`src/hdl/dpm_pkg.sv`:
```
// Shared constants for the differential drive PID move controller.
package dpm_pkg;

    localparam int CNT_W   = 16;
    localparam int DIST_W  = 16;
    localparam int PULSE_W = 11;
    localparam int E_W     = CNT_W + 1;
    localparam int D_W     = E_W + 1;
    localparam int S_W     = 32;
    localparam int ACC_W   = 41;
    localparam int T10_W   = ACC_W + 4;
    localparam int PROD_W  = 24;
    localparam int CORR_W  = 8;
    localparam int SPD_W   = 10;
    localparam int GAIN_W  = 8;
    localparam int STEP_W  = $clog2(GAIN_W);

    localparam logic [GAIN_W-1:0] GAIN_I_Q8 = 8'd119;
    localparam logic [GAIN_W-1:0] GAIN_D_Q8 = 8'd135;

    localparam logic [PULSE_W-1:0] STOP_PULSE = 11'd1500;
    localparam int SPEED_SLOW = 130;
    localparam int SPEED_FAST = 200;
    localparam int CORR_LIMIT = 70;
    localparam int CLAMP_EDGE = (CORR_LIMIT + 1) * 1024;

endpackage

```
`src/hdl/dpm_mac.sv`:
```
// Bit-serial multiply of the integral and derivative terms by their Q8 gains, summed with the error at unit gain.
module dpm_mac (
    input  logic                               i_clk,
    input  logic                               i_rst_n,
    input  logic                               i_start,
    input  logic signed [dpm_pkg::E_W-1:0]     i_e,
    input  logic signed [dpm_pkg::S_W-1:0]     i_s,
    input  logic signed [dpm_pkg::D_W-1:0]     i_d,
    output logic signed [dpm_pkg::ACC_W-1:0]   o_acc,
    output logic                               o_done
);

    logic signed [dpm_pkg::ACC_W-1:0]  r_acc;
    logic signed [dpm_pkg::ACC_W-1:0]  n_acc;
    logic [dpm_pkg::STEP_W-1:0]        r_cnt;
    logic                              r_busy;
    logic                              r_done;
    logic signed [dpm_pkg::ACC_W-1:0]  w_s_term;
    logic signed [dpm_pkg::ACC_W-1:0]  w_d_term;

    always_comb begin
        w_s_term = '0;
        w_d_term = '0;
        if (dpm_pkg::GAIN_I_Q8[r_cnt]) begin
            w_s_term = {{(dpm_pkg::ACC_W-dpm_pkg::S_W){i_s[dpm_pkg::S_W-1]}}, i_s};
        end
        if (dpm_pkg::GAIN_D_Q8[r_cnt]) begin
            w_d_term = {{(dpm_pkg::ACC_W-dpm_pkg::D_W){i_d[dpm_pkg::D_W-1]}}, i_d};
        end
        n_acc = (r_acc <<< 1) + w_s_term + w_d_term;
    end

    always_ff @(posedge i_clk) begin
        if (i_start) begin
            r_acc <= {{(dpm_pkg::ACC_W-dpm_pkg::E_W){i_e[dpm_pkg::E_W-1]}}, i_e};
        end else if (r_busy) begin
            r_acc <= n_acc;
        end
    end

    always_ff @(posedge i_clk) begin
        if (!i_rst_n) begin
            r_cnt  <= '0;
            r_busy <= 1'b0;
            r_done <= 1'b0;
        end else begin
            r_done <= 1'b0;
            if (i_start) begin
                r_cnt  <= dpm_pkg::STEP_W'(dpm_pkg::GAIN_W - 1);
                r_busy <= 1'b1;
            end else if (r_busy) begin
                r_cnt <= r_cnt - 1'b1;
                if (r_cnt == '0) begin
                    r_busy <= 1'b0;
                    r_done <= 1'b1;
                end
            end
        end
    end

    assign o_acc  = r_acc;
    assign o_done = r_done;

endmodule

```
`src/hdl/differential_drive_pid_move.sv`:
```
// Top level of the differential drive PID move controller.
//
//   channel  | handshake                  | payload
//   ---------+----------------------------+----------------------------------------
//   input    | i_in_valid / o_in_ready    | i_left_count, i_right_count
//   result   | o_out_valid / i_out_ready  | o_right_pulse, o_left_pulse, o_arrived
//   config   | i_cfg_valid / o_cfg_ready  | i_move_distance
//
// A driving tick runs calc, compare, the multiplier (eight gain bits, then done), scale,
// clamp and write; an arrival tick goes from compare straight to write.
// The next input is taken in idle, which follows the write.
// The result register frees the input side: a new tick is taken while a result waits,
// and the write cycle holds until the result register is free.
// Reset clears move_distance, error_sum, previous_error and last_travel.
module differential_drive_pid_move (
    input  logic                               i_clk,
    input  logic                               i_rst_n,
    input  logic                               i_in_valid,
    output logic                               o_in_ready,
    input  logic [dpm_pkg::CNT_W-1:0]          i_left_count,
    input  logic [dpm_pkg::CNT_W-1:0]          i_right_count,
    output logic                               o_out_valid,
    input  logic                               i_out_ready,
    output logic [dpm_pkg::PULSE_W-1:0]        o_right_pulse,
    output logic [dpm_pkg::PULSE_W-1:0]        o_left_pulse,
    output logic                               o_arrived,
    input  logic                               i_cfg_valid,
    output logic                               o_cfg_ready,
    input  logic signed [dpm_pkg::DIST_W-1:0]  i_move_distance
);

    typedef enum logic [6:0] {
        S_IDLE  = 7'b0000001,
        S_CALC  = 7'b0000010,
        S_CMP   = 7'b0000100,
        S_MAC   = 7'b0001000,
        S_SCALE = 7'b0010000,
        S_CLAMP = 7'b0100000,
        S_DONE  = 7'b1000000
    } t_state;

    localparam int P_W = dpm_pkg::PROD_W;

    t_state r_state;
    t_state n_state;

    logic signed [dpm_pkg::DIST_W-1:0]  r_move_distance;
    logic signed [dpm_pkg::S_W-1:0]     r_error_sum;
    logic signed [dpm_pkg::E_W-1:0]     r_prev_error;
    logic [dpm_pkg::CNT_W-1:0]          r_last_travel;

    logic [dpm_pkg::CNT_W-1:0]          r_left;
    logic [dpm_pkg::CNT_W-1:0]          r_right;
    logic signed [dpm_pkg::E_W-1:0]     r_e;
    logic signed [dpm_pkg::D_W-1:0]     r_d;
    logic signed [dpm_pkg::S_W-1:0]     r_sum;
    logic [dpm_pkg::CNT_W-1:0]          r_travel;
    logic [P_W-1:0]                     r_arr_lhs;
    logic [P_W-1:0]                     r_mag100;
    logic [P_W-1:0]                     r_t145;
    logic [P_W-1:0]                     r_mag90;
    logic [P_W-1:0]                     r_mag5;
    logic                               r_arrive;
    logic                               r_slow;
    logic signed [dpm_pkg::T10_W-1:0]   r_t10;
    logic signed [dpm_pkg::CORR_W-1:0]  r_corr;

    logic                               r_out_valid;
    logic [dpm_pkg::PULSE_W-1:0]        r_right_pulse;
    logic [dpm_pkg::PULSE_W-1:0]        r_left_pulse;
    logic                               r_arrived;

    logic [dpm_pkg::DIST_W-1:0]         w_mag;
    logic signed [dpm_pkg::E_W-1:0]     w_e;
    logic [dpm_pkg::CNT_W:0]            w_lr_sum;
    logic signed [dpm_pkg::S_W:0]       w_sum_wide;
    logic signed [dpm_pkg::S_W-1:0]     w_sum_sat;
    logic                               w_arrive;
    logic                               w_mac_start;
    logic                               w_mac_done;
    logic signed [dpm_pkg::ACC_W-1:0]   w_acc;
    logic signed [dpm_pkg::T10_W-1:0]   w_acc_x;
    logic signed [dpm_pkg::T10_W-1:0]   w_clamp_edge;
    logic signed [17:0]                 w_low;
    logic signed [17:0]                 w_low_adj;
    logic signed [dpm_pkg::CORR_W-1:0]  w_corr;
    logic signed [dpm_pkg::SPD_W-1:0]   w_speed;
    logic signed [dpm_pkg::SPD_W-1:0]   w_corr_x;
    logic signed [dpm_pkg::SPD_W-1:0]   w_right_v;
    logic signed [dpm_pkg::SPD_W-1:0]   w_left_v;
    logic signed [dpm_pkg::PULSE_W:0]   w_stop_x;
    logic signed [dpm_pkg::PULSE_W:0]   w_right_p;
    logic signed [dpm_pkg::PULSE_W:0]   w_left_p;
    logic                               w_out_free;
    logic                               w_write;

    assign o_cfg_ready = 1'b1;
    assign o_in_ready  = (r_state == S_IDLE);
    assign w_out_free  = !r_out_valid || i_out_ready;
    assign w_write     = (r_state == S_DONE) && w_out_free;
    assign w_mac_start = (r_state == S_CMP) && !w_arrive;

    assign w_mag = r_move_distance[dpm_pkg::DIST_W-1] ? (~r_move_distance + 1'b1)
                                                     : r_move_distance;

    assign w_e      = $signed({1'b0, r_left}) - $signed({1'b0, r_right});
    assign w_lr_sum = {1'b0, r_left} + {1'b0, r_right};

    always_comb begin
        w_sum_wide = {r_error_sum[dpm_pkg::S_W-1], r_error_sum}
                   + {{(dpm_pkg::S_W+1-dpm_pkg::E_W){r_prev_error[dpm_pkg::E_W-1]}},
                      r_prev_error};
        if (w_sum_wide[dpm_pkg::S_W] != w_sum_wide[dpm_pkg::S_W-1]) begin
            w_sum_sat = w_sum_wide[dpm_pkg::S_W] ? {1'b1, {(dpm_pkg::S_W-1){1'b0}}}
                                                  : {1'b0, {(dpm_pkg::S_W-1){1'b1}}};
        end else begin
            w_sum_sat = w_sum_wide[dpm_pkg::S_W-1:0];
        end
    end

    assign w_arrive = (r_arr_lhs >= r_mag100);

    assign w_acc_x = {{(dpm_pkg::T10_W-dpm_pkg::ACC_W){w_acc[dpm_pkg::ACC_W-1]}}, w_acc};
    assign w_clamp_edge = dpm_pkg::T10_W'(dpm_pkg::CLAMP_EDGE);

    always_comb begin
        w_low     = r_t10[17:0];
        w_low_adj = w_low + (w_low[17] ? 18'sd1023 : 18'sd0);
        if (r_t10 >= w_clamp_edge) begin
            w_corr = dpm_pkg::CORR_W'(dpm_pkg::CORR_LIMIT);
        end else if (r_t10 <= -w_clamp_edge) begin
            w_corr = -dpm_pkg::CORR_W'(dpm_pkg::CORR_LIMIT);
        end else begin
            w_corr = w_low_adj[17:10];
        end
    end

    always_comb begin
        w_speed   = r_slow ? dpm_pkg::SPD_W'(dpm_pkg::SPEED_SLOW)
                           : dpm_pkg::SPD_W'(dpm_pkg::SPEED_FAST);
        w_corr_x  = {{(dpm_pkg::SPD_W-dpm_pkg::CORR_W){r_corr[dpm_pkg::CORR_W-1]}}, r_corr};
        w_right_v = w_speed + w_corr_x;
        w_left_v  = w_speed - w_corr_x;
        w_stop_x  = $signed({1'b0, dpm_pkg::STOP_PULSE});
        if (r_move_distance[dpm_pkg::DIST_W-1]) begin
            w_right_p = w_stop_x - {{(dpm_pkg::PULSE_W+1-dpm_pkg::SPD_W){w_right_v[dpm_pkg::SPD_W-1]}},
                                    w_right_v};
            w_left_p  = w_stop_x - {{(dpm_pkg::PULSE_W+1-dpm_pkg::SPD_W){w_left_v[dpm_pkg::SPD_W-1]}},
                                    w_left_v};
        end else begin
            w_right_p = w_stop_x + {{(dpm_pkg::PULSE_W+1-dpm_pkg::SPD_W){w_right_v[dpm_pkg::SPD_W-1]}},
                                    w_right_v};
            w_left_p  = w_stop_x + {{(dpm_pkg::PULSE_W+1-dpm_pkg::SPD_W){w_left_v[dpm_pkg::SPD_W-1]}},
                                    w_left_v};
        end
    end

    always_comb begin
        n_state = r_state;
        unique case (r_state)
            S_IDLE: begin
                if (i_in_valid) begin
                    n_state = S_CALC;
                end
            end
            S_CALC: begin
                n_state = S_CMP;
            end
            S_CMP: begin
                n_state = w_arrive ? S_DONE : S_MAC;
            end
            S_MAC: begin
                if (w_mac_done) begin
                    n_state = S_SCALE;
                end
            end
            S_SCALE: begin
                n_state = S_CLAMP;
            end
            S_CLAMP: begin
                n_state = S_DONE;
            end
            S_DONE: begin
                if (w_out_free) begin
                    n_state = S_IDLE;
                end
            end
            default: begin
                n_state = S_IDLE;
            end
        endcase
    end

    always_ff @(posedge i_clk) begin
        if (!i_rst_n) begin
            r_state         <= S_IDLE;
            r_move_distance <= '0;
            r_error_sum     <= '0;
            r_prev_error    <= '0;
            r_last_travel   <= '0;
            r_out_valid     <= 1'b0;
        end else begin
            r_state <= n_state;
            if (i_cfg_valid) begin
                r_move_distance <= i_move_distance;
            end
            if (w_write) begin
                r_out_valid <= 1'b1;
                if (r_arrive) begin
                    r_error_sum   <= '0;
                    r_prev_error  <= '0;
                    r_last_travel <= '0;
                end else begin
                    r_error_sum   <= r_sum;
                    r_prev_error  <= r_e;
                    r_last_travel <= r_travel;
                end
            end else if (i_out_ready) begin
                r_out_valid <= 1'b0;
            end
        end
    end

    always_ff @(posedge i_clk) begin
        if (i_in_valid && o_in_ready) begin
            r_left  <= i_left_count;
            r_right <= i_right_count;
        end
        if (r_state == S_CALC) begin
            r_e       <= w_e;
            r_d       <= {w_e[dpm_pkg::E_W-1], w_e} - {r_prev_error[dpm_pkg::E_W-1], r_prev_error};
            r_sum     <= w_sum_sat;
            r_travel  <= w_lr_sum[dpm_pkg::CNT_W:1];
            r_arr_lhs <= P_W'({1'b0, r_last_travel} + 17'd2) * P_W'(145);
            r_mag100  <= P_W'(w_mag) * P_W'(100);
        end
        if (r_state == S_CMP) begin
            r_arrive <= w_arrive;
            r_t145   <= P_W'(r_travel) * P_W'(145);
            r_mag90  <= P_W'(w_mag) * P_W'(90);
            r_mag5   <= P_W'(w_mag) * P_W'(5);
        end
        if (r_state == S_SCALE) begin
            r_t10  <= (w_acc_x <<< 3) + (w_acc_x <<< 1);
            r_slow <= (r_t145 >= r_mag90) || (r_t145 <= r_mag5);
        end
        if (r_state == S_CLAMP) begin
            r_corr <= w_corr;
        end
        if (w_write) begin
            if (r_arrive) begin
                r_right_pulse <= dpm_pkg::STOP_PULSE;
                r_left_pulse  <= dpm_pkg::STOP_PULSE;
                r_arrived     <= 1'b1;
            end else begin
                r_right_pulse <= w_right_p[dpm_pkg::PULSE_W-1:0];
                r_left_pulse  <= w_left_p[dpm_pkg::PULSE_W-1:0];
                r_arrived     <= 1'b0;
            end
        end
    end

    dpm_mac u_mac (
        .i_clk   (i_clk),
        .i_rst_n (i_rst_n),
        .i_start (w_mac_start),
        .i_e     (r_e),
        .i_s     (r_sum),
        .i_d     (r_d),
        .o_acc   (w_acc),
        .o_done  (w_mac_done)
    );

    assign o_out_valid   = r_out_valid;
    assign o_right_pulse = r_right_pulse;
    assign o_left_pulse  = r_left_pulse;
    assign o_arrived     = r_arrived;

`ifndef SYNTHESIS
    a_arrive_stop: assert property (@(posedge i_clk) disable iff (!i_rst_n)
        (o_out_valid && o_arrived) |->
            (o_right_pulse == dpm_pkg::STOP_PULSE) && (o_left_pulse == dpm_pkg::STOP_PULSE))
        else $error("arrival result without stop pulses");

    a_drive_sum: assert property (@(posedge i_clk) disable iff (!i_rst_n)
        (o_out_valid && !o_arrived) |->
            ((12'(o_right_pulse) + 12'(o_left_pulse) == 12'(2 * 1500 + 2 * dpm_pkg::SPEED_SLOW)) ||
             (12'(o_right_pulse) + 12'(o_left_pulse) == 12'(2 * 1500 + 2 * dpm_pkg::SPEED_FAST)) ||
             (12'(o_right_pulse) + 12'(o_left_pulse) == 12'(2 * 1500 - 2 * dpm_pkg::SPEED_SLOW)) ||
             (12'(o_right_pulse) + 12'(o_left_pulse) == 12'(2 * 1500 - 2 * dpm_pkg::SPEED_FAST))))
        else $error("wheel pulses do not balance around base speed");

    a_one_tick: assert property (@(posedge i_clk) disable iff (!i_rst_n)
        (i_in_valid && o_in_ready) |=> !o_in_ready)
        else $error("second transfer taken while a tick is in work");

    a_mac_idle: assert property (@(posedge i_clk) disable iff (!i_rst_n)
        w_mac_done |-> (r_state == S_MAC))
        else $error("multiplier finished outside its wait state");
`endif

endmodule
```
`config.mk`:
```
export PLATFORM = sky130hd
export DESIGN_NAME = differential_drive_pid_move
export DESIGN_NICKNAME = d
export VERILOG_FILES = /design/src/hdl/dpm_pkg.sv /design/src/hdl/dpm_mac.sv /design/src/hdl/differential_drive_pid_move.sv
export SDC_FILE = /design/constraint.sdc
export NUM_CORES = 2
export LEC_CHECK = 0
export ABC_AREA = 1
export BUFFER_PORTS_ARGS = -buffer_cell sky130_fd_sc_hd__clkbuf_2
export CORE_ASPECT_RATIO = 1.1
export CORE_MARGIN = 5
export CORE_UTILIZATION = 30
export CTS_BUF_LIST = sky130_fd_sc_hd__clkbuf_8
export DETAILED_ROUTE_END_ITERATION = 8
export GPL_ROUTABILITY_DRIVEN = 0
export PLACE_DENSITY = 0.52
export SLEW_MARGIN = 10
export SYNTH_ARGS = -nofsm -noshare
export SYNTH_HDL_FRONTEND = slang
export SYNTH_SLANG_ARGS = --single-unit
```
`constraint.sdc`:
```
create_clock -name i_clk -period 11.5 [get_ports i_clk]
set_clock_uncertainty 0.2 [all_clocks]
set_input_delay 0 -clock i_clk [delete_from_list [all_inputs] [get_ports i_clk]]
set_output_delay 0 -clock i_clk [all_outputs]
set_load 0.02 [all_outputs]
```
### Yosys cells after proc, flatten, opt, wreduce, memory -nomap -nowiden

Memories as Yosys holds them, arrays and structs flattened. A register that Yosys moved wholly into a read port is not among the register bits.
Index checks and enable logic that the tools add are counted.

* register bits after elaboration: 438
* memory bits (read-only): 16
* bits of input ports: 53
* output and inout bits: 26
* word-level logic and storage cells: 121
* memories: 2

Memories
* (name not given): depth 8, bits a word 1, rd ports 1, clocked after memory_dff 1, wr ports 0, line dpm_mac.sv:24 `if (dpm_pkg::GAIN_I_Q8[r_cnt]) begin`
* (name not given): depth 8, bits a word 1, rd ports 1, clocked after memory_dff 1, wr ports 0, line dpm_mac.sv:27 `if (dpm_pkg::GAIN_D_Q8[r_cnt]) begin`

* $add $sub $neg: 17
* $mul: 5
* magnitude comparators: 6
* equal/unequal tests: 11
* mux-type cells: 35
* bitwise logic cells: 3
* reductions and logical operators: 13

Operator list (number)
* $mux 41: 4
* $mux 32: 3
* $add 41x41->41: 2
* $pmux 7 s7: 1
* $ge 24x23->1: 2
* $add 44x42->45: 1
* $ge 45x18->1 const B: 1
* $le 45x18->1 const B: 1
* $mux 7: 5
* $add 32x17->33: 1
* $mux 16: 2
* $le 24x19->1: 1
* $mul 16x8->24 const B: 1
* $mul 17x8->24 const B: 1
* $add 11x11->11 const A: 2
* $mul 16x6->22 const B: 1
* $mux 11: 2
* $sub 11x11->11 const A: 2
* $mul 16x5->21 const B: 1
* $mul 16x3->19 const B: 1
* $add 18x11->18: 1
* $mux 3: 6
* $sub 17x17->18: 1
* $add 16x16->17: 1
* other kinds (31): 46

### Logic depth before layout (Yosys ltp)

* depth in word-level cells: 7
* gate-level depth with buffers: 25
* mapped depth without buffers: 25

### Hierarchy

From an unflattened synthesis, not the netlist that was laid out.

* cells, all modules: 4349
* area, all modules: 35830.6 µm²

By module, submodules not included
* differential_drive_pid_move: times used 1, cells an instance 3429, area each 29731.0 µm², sequential area each 10730.3 µm²
* dpm_mac: times used 1, cells an instance 920, area each 6099.6 µm², sequential area each 1371.3 µm²

### Worst setup path after synthesis

Ideal clock, no wire load.

* kind: flip-flop to flip-flop
* start point: register r_state[4]
* end point: register u_mac.r_acc (netlist bit u_mac.o_acc[0]) (enable)
* library setup time: 0.396 ns
* arrival: 4.350 ns
* data required time: 10.904 ns
* setup slack: 6.554 ns
* cell stages (with the launch flop): 9
* path buffers: 1
* period minus slack after synthesis: 4.946 ns
* path through: dfxtp_1 > nor2_1 > nand2_1 > nor4_4 > nand3_1 > inv_2 > clkbuf_1 > nor2_1 > inv_1

* word-level cells in the longest chain between the ends: 3

RTL lines
* start: declaration: line differential_drive_pid_move.sv:44 `t_state r_state;`
* start signal: assignment: line differential_drive_pid_move.sv:203 `r_state <= n_state;`
* $eq 7x3->1: line differential_drive_pid_move.sv:101 `assign w_mac_start = (r_state == S_CMP) && !w_arrive;`
* $logic_and 1x1->1: line differential_drive_pid_move.sv:101
* $reduce_bool 2->1 (no source line)
* end signal: assignment: line dpm_mac.sv:35 `r_acc <= {{(dpm_pkg::ACC_W-dpm_pkg::E_W){i_e[dpm_pkg::E_W-1]}}, i_e};`
* end signal: assignment: line dpm_mac.sv:37 `r_acc <= n_acc;`
* end: declaration: line dpm_mac.sv:13 `logic signed [dpm_pkg::ACC_W-1:0] r_acc;`

Every way passes these cells.
A chain may end at the register's enable or synchronous reset.

### Worst setup path after layout

* start point: register r_move_distance[15] (netlist bit)
* end point: register r_mag90[19], data pin

* word-level cells in the longest chain between the ends: 4

RTL lines
* start: declaration: line differential_drive_pid_move.sv:47 `logic signed [dpm_pkg::DIST_W-1:0] r_move_distance;`
* start signal: assignment: line differential_drive_pid_move.sv:205 `r_move_distance <= i_move_distance;`
* $not 16->16: line differential_drive_pid_move.sv:103 `assign w_mag = r_move_distance[dpm_pkg::DIST_W-1] ? (~r_move_distance + 1'b1)`
* $add 16x1->16: line differential_drive_pid_move.sv:103
* $mux 16 *: line differential_drive_pid_move.sv:103
* $mul 16x6->22 *: line differential_drive_pid_move.sv:240 `r_mag90 <= P_W'(w_mag) * P_W'(90);`
* end signal: assignment: line differential_drive_pid_move.sv:240
* end: declaration: line differential_drive_pid_move.sv:61 `logic [P_W-1:0] r_mag90;`

Mark *: on every way between the ends. The rest lies on a longest branch, timed or not.

==> results.py <==
metrics = {
    "placement": {
        "post_dp_cell_area_sq_um": 37840,
        "port_buffers": 77,
        "place.detailed.hpwl_mm": 75.43,
        "place_inst": 5877,
    },
    "cells_and_area": {
        "layout.nets": 5163,
        "synthToLayoutAreaGrowth_pct": 13.84,
        "final_common_cell": "nand2_1",
        "fin_cells": 6153,
        "drive_above_1_share": 0.05445,
        "fin_area_sq_um": 40700,
        "utilization": 0.3446,
        "layout_common_cells": "832 x nand2_1, 767 x inv_1, 466 x ha_1",
    },
    "yosys": {
        "synthFlopType": "edfxtp_1",
        "syn_avg_cell_area_sq_um": 8.287,
        "synth_top_cell_by_area": "edfxtp_1",
        "seq_area_frac_synth": 0.3385,
        "synth_top_area_share": 0.2848,
        "netlist_area_sq_um": 35750,
        "async_reset_ff_frac": 0,
        "yosys.cell_types.count": 60,
        "synth_edf_count": 339,
        "yosys_warnings": 0,
        "synthCells": 4314,
        "yosys-top-cells-area": "edfxtp_1 28%, ha_1 16%, nand2_1 8.7%",
        "ys_seq_elements": 435,
    },
    "route": {
        "wirelength_mm": 96.10,
        "vias": 29239,
        "vias_per_cell": 4.752,
        "first_pass_iters": 5,
        "antenna_left": 0,
        "drc": 0,
        "wire_per_inst_microns": 15.62,
        "dr.first_iter.drc_count": 1713,
    },
    "worst_setup_path": {
        "cp_top_family": "adder cells",
        "crit_arrival_ns": 5.64,
        "crit_fanout": 29,
        "critPathKind": "reg -> reg",
        "cp-end-kind": "flop",
        "cp-start-kind": "flop",
        "critPathMostFrequentCell": "inv_1",
        "slowest_delay_ns": 0.53,
        "path_cells": "buf_4 -> inv_1 -> nor2_1 -> xor2_1 -> ha_1 -> inv_1 -> fa_1 -> fa_1 -> inv_1 -> ha_1 -> nand2_1 -> nand2_1 -> a31oi_1 -> o21ai_0 -> a21boi_0 -> o221ai_1 -> xor2_1",
        "crit_buf_inv": 4,
        "worstPathRequired_ns": 11.74,
        "crit_path_top_delay_cell": "fa_1",
    },
    "timing": {
        "fmax_mhz": 185.3,
        "setup_violations": 0,
        "period_needed_ns": 5.397,
        "rsz0062_at_grt": "false",
        "tns_ns": 0,
        "fin_crit_sh": 0.4693,
        "hold_violations": 0,
        "worst_pin_slew_ns": 1.074,
        "slew_headroom": 0.2839,
        "timing.final.max_slew_violations": 0,
    },
    "status": {
        "status": "completed",
    },
    "flow_run": {
        "maxCapViolCount": 0,
    },
    "clock_tree": {
        "cts_resized": 0,
        "clk_pin_slew_ns": 0.07,
        "cts_setup_buffers": 0,
        "numCtsBuffers": 82,
        "cts_tree": "built",
        "cts_max_path_buffers": 3,
        "cts_root_buf": "clkbuf_8",
        "htreeDepth": 3,
        "clk_latency_ns": 0.70,
        "holdBufCountCts": 124,
        "cts_sinks": 435,
    },
    "floorplanning": {
        "die_area_sq_um": 126200,
        "core_area_sq_um": 118100,
        "die_height_microns": 372.1,
        "initial_core_util": 0.3027,
        "num_rows": 132,
        "io_pins": 79,
        "die_w_microns": 339.1,
    },
    "power": {
        "vdd_drop_max_mv": 0.08297,
        "p_leak_uw": 0.01906,
        "pwr_density_cell_nw_per_um2": 134.9,
    },
    "worst_hold_path": {
        "holdCritPathClass": "in -> reg",
    },
    "grt": {
        "grtUsageTotal": 0.1522,
        "grt_pass1_wl_mm": 157.0,
        "grt-ovfl-total": 0,
        "first_global_vias": 29945,
        "grt_max_degree": 72,
        "antenna_found_initial": 1,
    },
}
-- final cells by class --
class	instances	area (sq um)
sequential	435	12100
timing repair buffer	214	1724
fill	12301	77390
clock inverter	63	414.1
inverter	749	2814
tap	1541	1928
antenna	2	5.005
multi-input combinational	3062	20510
clock buffer	87	1197
-- registers in the layout (all words and copies together) (netlist names), 18 cells and up, named ones only --
name	cells
r_t10	44
u_mac.o_acc	41
r_error_sum	32
r_sum	32
r_arr_lhs	24
r_t145	24
r_mag100	21
r_mag5	19
r_mag90	19
r_d	18
-- through the flow --
stage | hold slack [ns] | total power [uW] | setup slack, ns
3_3_place_gp | -0.02170 | 3978 | 6.219
6_report | 0.1368 | 5491 | 6.103
3_5_place_dp | -0.02133 | 3990 | 6.055
2_1_floorplan | -0.1011 | 3471 | 6.554
5_1_grt | 0.1312 | 5928 | 5.673
4_1_cts | 0.02998 | 5577 | 6.045
-- worst min-delay path: cells and delay by family --
family                 cells  cell delay (ns)
buffers and inverters      3             0.90
AND/OR/NAND/NOR            1             0.10
-- path summary, 6_finish.rpt --
check | startpoint | end | slack (ns) | cells after the start
hold reg to reg | r_error_sum[4] | r_error_sum[4] | 0.27 | 2
hold / removal | i_rst_n | r_state[6] | 0.14 | 4
setup reg to reg | r_move_distance[15] | r_mag90[19] | 6.10 | 17
setup / recovery | r_move_distance[15] | r_mag90[19] | 6.10 | 17
-- power by group --
group | internal (uW) | leakage, uW | switching (uW) | total, uW
clock network | 798 | 0.000920 | 708 | 1510
logic | 768 | 0.0143 | 1280 | 2050
registers | 1890 | 0.00386 | 43.2 | 1940
-- logic make-up (layout without fill, tap and decap cells) --
family	after synthesis	count (layout)	synth area share
compound gates	792	792	0.1227
xor+xnor	228	228	0.05586
fa+ha+maj	566	566	0.2191
buf+inv	819	1113	0.08834
flops	435	435	0.3385
other cells	1	5	0.0001049
simple gates	1473	1473	0.1753
-- synthesized netlist by cell type, types with 3 or more instances --
cell and n:
a211oi_1 32, nor2_1 260, nand3b_1 9, nor4_1 27, a21oi_1 406, a21boi_0 9, nor3_1 59, o31ai_1 12
o21ai_0 198, o21a_1 7, o21bai_1 22, a21o_1 11, o211ai_1 11, o311ai_0 3, o21ai_1 13, nand3_2 9
buf_4 5, inv_1 742, nand3_1 188, edfxtp_1 339, xor2_1 165, ha_1 466, o2111ai_1 3, nor2_2 3
and3_1 6, nand4_1 59, fa_1 100, nand2_2 3, o221ai_1 4, inv_2 7, a31oi_1 40, a21oi_2 3
o21ai_2 5, or2_2 5, nand2_1 833, dfxtp_1 96, buf_6 6, clkbuf_1 41, buf_2 16, xnor2_1 63
-- per-layer routing --
metal | up-vias | part of all wire | global-route usage
met5 | - | 0 | 0
met4 | 0 | 0.025 | 0.04551
met3 | 145 | 0.033 | 0.01738
met2 | 498 | 0.49 | 0.2776
met1 | 13675 | 0.45 | 0.1892
li1 | 14921 | - | -
(Power assumes the default switching activity.)
